File: src/hdl/video_register_port_and_vram_map_defines.svh
// ----------------------------------------------------------------------------
// video register port assertion macros
// shared concurrent assertion forms, clocked on clock, quiet during reset
// ----------------------------------------------------------------------------
`ifndef VIDEO_REGISTER_PORT_AND_VRAM_MAP_DEFINES_SVH
`define VIDEO_REGISTER_PORT_AND_VRAM_MAP_DEFINES_SVH

// same-cycle implication
`define VRPVM_ASSERT_NOW(label, ante, cons, msg) \
   label: assert property (@(posedge clock) disable iff (reset) (ante) |-> (cons)) \
      else $error(msg);

// next-cycle implication
`define VRPVM_ASSERT_NEXT(label, ante, cons, msg) \
   label: assert property (@(posedge clock) disable iff (reset) (ante) |=> (cons)) \
      else $error(msg);

`endif

File: src/hdl/vrpvm_pkg.sv
// ----------------------------------------------------------------------------
// vrpvm_pkg
// constants, codes and command types of the video register port
// ----------------------------------------------------------------------------
package vrpvm_pkg;

   // memory sizes
   localparam int NAMETABLE_BYTES = 1024;
   localparam int PALETTE_BYTES   = 32;

   // operation codes
   localparam logic [1:0] FUNC_READ   = 2'd0;
   localparam logic [1:0] FUNC_WRITE  = 2'd1;
   localparam logic [1:0] FUNC_VSTART = 2'd2;
   localparam logic [1:0] FUNC_VEND   = 2'd3;

   // register indexes
   localparam logic [2:0] REG_CTRL   = 3'd0;
   localparam logic [2:0] REG_MASK   = 3'd1;
   localparam logic [2:0] REG_STATUS = 3'd2;
   localparam logic [2:0] REG_SCROLL = 3'd5;
   localparam logic [2:0] REG_ADDR   = 3'd6;
   localparam logic [2:0] REG_DATA   = 3'd7;

   // video map boundary for palette space
   localparam logic [13:0] PAL_BASE = 14'h3F00;

   // controller to datapath commands
   typedef struct packed {
      logic clear_en;
      logic load;
      logic commit;
   } vrpvm_cmd_type;

   // datapath to controller status
   typedef struct packed {
      logic clear_last;
   } vrpvm_sts_type;

endpackage

File: src/hdl/vrpvm_ctrl.sv
// ----------------------------------------------------------------------------
// vrpvm_ctrl
// sequencer: memory clear after reset, accept, execute and response slot
// ----------------------------------------------------------------------------
`include "video_register_port_and_vram_map_defines.svh"

module vrpvm_ctrl (
   input  logic                   clock,
   input  logic                   reset,
   input  logic                   req_valid,
   output logic                   req_ready,
   output logic                   rsp_valid,
   input  logic                   rsp_ready,
   input  vrpvm_pkg::vrpvm_sts_type sts,
   output vrpvm_pkg::vrpvm_cmd_type cmd
);

   localparam logic [1:0] ST_CLEAR = 2'd0;
   localparam logic [1:0] ST_IDLE  = 2'd1;
   localparam logic [1:0] ST_EXEC  = 2'd2;

   logic [1:0] state_ff;
   logic [1:0] state_in;
   logic       rsp_valid_ff;
   logic       rsp_valid_in;

   // handshake and commands
   always_comb begin
      req_ready    = (state_ff == ST_IDLE);
      cmd.clear_en = (state_ff == ST_CLEAR);
      cmd.load     = req_valid && req_ready;
      cmd.commit   = (state_ff == ST_EXEC) && (!rsp_valid_ff || rsp_ready);
   end

   // next state
   always_comb begin
      state_in = state_ff;
      unique case (state_ff)
         ST_CLEAR: begin
            if (sts.clear_last) state_in = ST_IDLE;
         end
         ST_IDLE: begin
            if (cmd.load) state_in = ST_EXEC;
         end
         ST_EXEC: begin
            if (cmd.commit) state_in = ST_IDLE;
         end
         default: state_in = ST_CLEAR;
      endcase
   end

   // response slot occupancy
   always_comb begin
      if (cmd.commit) begin
         rsp_valid_in = 1'b1;
      end else if (rsp_ready) begin
         rsp_valid_in = 1'b0;
      end else begin
         rsp_valid_in = rsp_valid_ff;
      end
   end

   always_ff @(posedge clock) begin
      if (reset) begin
         state_ff     <= ST_CLEAR;
         rsp_valid_ff <= 1'b0;
      end else begin
         state_ff     <= state_in;
         rsp_valid_ff <= rsp_valid_in;
      end
   end

   assign rsp_valid = rsp_valid_ff;

   // checks
   `VRPVM_ASSERT_NEXT(a_load_to_exec, cmd.load, state_ff == ST_EXEC, "load did not enter execute")
   `VRPVM_ASSERT_NEXT(a_commit_fills, cmd.commit, rsp_valid_ff, "commit left response slot empty")
   `VRPVM_ASSERT_NOW(a_clear_blocks, state_ff == ST_CLEAR, !req_ready && !cmd.commit, "transfer during clear")
   `VRPVM_ASSERT_NEXT(a_stall_holds, (state_ff == ST_EXEC) && !cmd.commit, state_ff == ST_EXEC, "execute dropped while stalled")

endmodule

File: config.mk
export PLATFORM = sky130hd
export DESIGN_NAME = vrpvm_ctrl
export DESIGN_NICKNAME = d
export VERILOG_FILES = /design/src/hdl/vrpvm_pkg.sv /design/src/hdl/vrpvm_ctrl.sv
export VERILOG_INCLUDE_DIRS = /design/src /design/src/hdl
export SDC_FILE = /design/constraint.sdc
export NUM_CORES = 1
export LEC_CHECK = 0
export BUFFER_PORTS_ARGS = -buffer_cell sky130_fd_sc_hd__buf_2
export CAP_MARGIN = 40
export CORE_AREA = 2 2 39 41
export CTS_BUF_LIST = sky130_fd_sc_hd__clkbuf_16
export DETAILED_ROUTE_END_ITERATION = 8
export DIE_AREA = 0 0 41 43
export PLACE_DENSITY_LB_ADDON = 0.12
export SLEW_MARGIN = 20
export SYNTH_ARGS = -nofsm -noshare
export SYNTH_HDL_FRONTEND = slang
export SYNTH_SLANG_ARGS = --single-unit
File: constraint.sdc
create_clock -name clock -period 1.9 [get_ports clock]
set_clock_uncertainty 0.15 [all_clocks]
set_input_delay 0.285 -clock clock [delete_from_list [all_inputs] [get_ports clock]]
set_output_delay 0.285 -clock clock [all_outputs]
set_load 0.05 [all_outputs]
## After elaboration in Yosys (flattened, before gate mapping)

Index checks and enable logic that the tools add are counted.

| operators by class | value |
|---|---|
| add/subtract/negate cells | 0 |
| equality and inequality tests | 5 |
| order comparisons | 0 |
| div/mod/pow operators | 0 |
| reductions and logical operators | 7 |
| shift-type cells | 0 |
| muxes and demuxes | 6 |
| bitwise logic cells | 0 |
| multipliers | 0 |

Operators by type and width:

| cell | number |
|---|---|
| 2-bit two-way mux | 3 |
| 2-bit one-hot mux with 3 select lines | 1 |
| 2-bit inequality test, second input constant | 2 |
| 3-bit AND reduction | 1 |
| 2-bit by 1-bit == test with 1-bit output, second input constant | 1 |
| 2-bit == test, second input constant | 1 |
| 1-bit logical AND | 2 |
| 2-bit zero test | 1 |
| 1-bit two-way mux | 2 |
| 2-bit by 1-bit inequality test with 1-bit output, second input constant | 1 |
| 2-bit nonzero test | 1 |
| 1-bit zero test | 1 |
| 1-bit logical OR | 1 |

| storage, ports and cells | value |
|---|---|
| bits in writable memories | 0 |
| input bits | 5 |
| flip-flop bits (word level) | 3 |
| bits in read-only memories | 0 |
| memories | 0 |
| latch bits | 0 |

## Logic depth before layout (Yosys ltp)

| depth | value |
|---|---|
| word-level depth | 5 |
| gate-level depth with buffers | 3 |
| depth with buffers taken out | 2 |

## Least setup slack after synthesis

OpenSTA, ideal clock, no wires.

| timing | value |
|---|---|
| path type | register to output |
| from | register rsp_valid_ff, in the netlist rsp_valid |
| to | output port cmd[0] in the netlist's numbering |
| path slack | 0.399 ns |
| data required time | 1.465 ns |
| arrival time | 1.066 ns |
| cell stages (with the launch flop) | 4 |
| path through | dfxtp_1 nand2b_1 nor2b_1 buf_4 |

RTL lines:

| what | line | RTL |
|---|---|---|
| start: declaration | vrpvm_ctrl.sv:24 | `logic rsp_valid_ff;` |
| start signal: assignment | vrpvm_ctrl.sv:69 | `rsp_valid_ff <= rsp_valid_in;` |
| end: declaration | vrpvm_ctrl.sv:15 | `output vrpvm_pkg::vrpvm_cmd_type cmd` |

==> impl_results.md <==
* Status: completed
* Largest net degree at the start of global routing at 9
* Unrepaired setup endpoints after global routing: no
* Slew @ Worst Pin at 0.257 ns
* CTS Root Cell: clkbuf_16
* FP Rows at 14
* Commonest non-fill, non-tap cells in the layout: 9 x buf_2, 3 x clkbuf_16, 3 x dfxtp_1
* Die height at 43 µm
* Die Span X at 41 µm
* CTS tree: yes
* Setup TNS at 0 ns
* # IOs at 10
* Skew-Pair Late Insertion Delay at 0.22 ns
* Syn Inst Count at 17
* Critical path origin: state_ff[1]
* Setup crit end kind: primary output
* Pleak at 0.143 nW
* Largest family of logic cells by synthesized area: simple AND/OR/NAND/NOR gates
* Layout area overhead at 82.6%
* Synthesis-stage register bit count at 3
* Sequential Area at 60.1 µm²
* Antenna-violating nets left at 0
* DRC Markers at 0
* Clock sinks at 3
* Final WL at about 400 µm
* WP data arrival at 1.25 ns
* Total track usage at 6.22%
* Peak Freq at 593 MHz
* Worst EP required at approximately 1.5 ns
* Distinct cells, synth at 14
* Compound-gate portion of the synthesized area at 14.4%
* WS Path Type: register to primary output
* # resized after CTS at 0
* CP Max Fanout at 8
* Layout cell share with drive strength beyond 1 at about half
* Hold path start: reset
* Vias at 162
* Grt total ovfl at 0
* HP Class: input port to register
* Port Buffers at 9
* Setup Fix Bufs, Post-CTS at 0
* Register area share after synthesis at 36.4%
* Die ar. at around 0.0018 mm²
* Startpoint Class: register
* Synth Area in XOR/XNOR at 0%
* Synth Cell Area at 165 µm²
* H-tree depth at 1
* First-iteration detailed-routing DRC count at 3
* Commonest non-fill, non-tap cell in the layout: buf_2
* Hold Slack at 0.118 ns
* Initial antenna violation count at 0
* GP Congestion at 0.608
* Vias in the first global route at 162
* Final setup vio count at 0
* Avg WL per Cell at roughly 9 µm
* Drt pass-1 iters at 3
* Starting Density at 11.9%
* Hold Buf Count CTS at 0
* Peak supply drop at 0.438 mV
* Synth Area in Adders at 0%
* Clk slew on worst S/H paths at around 0.03 ns
* Total Nets Final at 35
* Post-Syn Nets at 22
* Slew Limit Fails at 0
* Fillcell total at 162
* Final hold vios at 0
* Cell Pwr Density at 1500 mW/mm²
* Post-route minimum period at roughly 1.7 ns
* Syn Area/Cell at 9.72 µm²
* Vias per cell at 3.60
* Core Area at 0.00138 mm²
* Simple-Gate Fraction of Synth Area at 44.7%
* Multi-input gate area at ~100 µm²
* First-pass GRT wire length at 662 µm
* Relative slew slack at 82.7%
* Inserted Diodes at 0
* Worst R2R Start: state_ff[1]
* Max cap viols at 0
* Post-synthesis mux area share at 0%
* Num CTS Buffers at 3
* Final worst path period share at 88.7%
* Clock Tree Buf Depth at 2
* Synth warnings at 0
[cell type report]
class / instances / share of cell area, %
multi-input combinational: 13 / 32.4
clock buffer: 3 / 24.9
sequential: 3 / 19.9
timing repair buffer: 9 / 14.9
tap: 16 / 6.64
clock inverter: 1 / 1.24
[worst max-delay path: stages, from the launching register on]
cell and delay (ns):
dfxtp_1 0.40, or2b_1 0.26, nor2b_1 0.10, buf_2 0.26
[registers in the layout (all words and copies together), names as in the netlist]
signal,flops
rsp_valid,1
state_ff,2
[metrics by stage]
stage	power [W]	utilization [%]	instances	cell area (µm²)	setup slack [ns]
floorplan	0.000109	-	17	165	0.399
global placement	0.000123	16.1	41	223	0.436
detailed placement	0.000122	16.1	41	223	0.426
CTS	0.000456	21.8	45	302	0.190
global route	0.000468	21.8	45	302	0.116
finish	0.000452	21.8	45	302	0.214
[path summary, 6_finish.rpt]
kind,end,cells after the start,slack (ns)
setup / recovery,cmd[0],3,0.21
hold / removal,rsp_valid,2,0.12
setup reg to reg,state_ff[0],2,0.70
hold reg to reg,rsp_valid,2,0.37
[logic make-up (layout without fill, tap and decap cells)]
logic type             count (synthesis)  in the layout
AND/OR/NAND/NOR                       10             10
AO/OA/AOI/OAI                          3              3
flip-flops                             3              3
buffers and inverters                  1             13
[per-layer routing]
metal | GRT usage, % | part of all wire [%]
met5 | 0 | 0
met4 | 6.00 | 0
met3 | 4.71 | 17
met2 | 5.94 | 39
met1 | 8.04 | 45
[synth_stat cells (all sizes together)]
cell type | n | share of area (%)
a21oi | 1 | 3.0
nor2 | 2 | 4.5
nor4bb | 1 | 6.1
o41ai | 1 | 5.3
nand2b | 1 | 3.8
o21ba | 1 | 6.1
or2b | 1 | 4.5
nor2b | 1 | 3.8
dfxtp | 3 | 36
buf | 1 | 4.5
and2b | 1 | 4.5
and3b | 2 | 11
or4b | 1 | 6.1
[report_power, final]
part	switching, W	total [W]	leakage (nW)	internal (W)
Clock	0.0000595	0.000331	0.0423	0.000272
Sequential	0.00000464	0.0000717	0.0246	0.0000670
Combinational	0.0000341	0.0000494	0.0765	0.0000153
No activity file was read; power rests on OpenSTA's default activity.
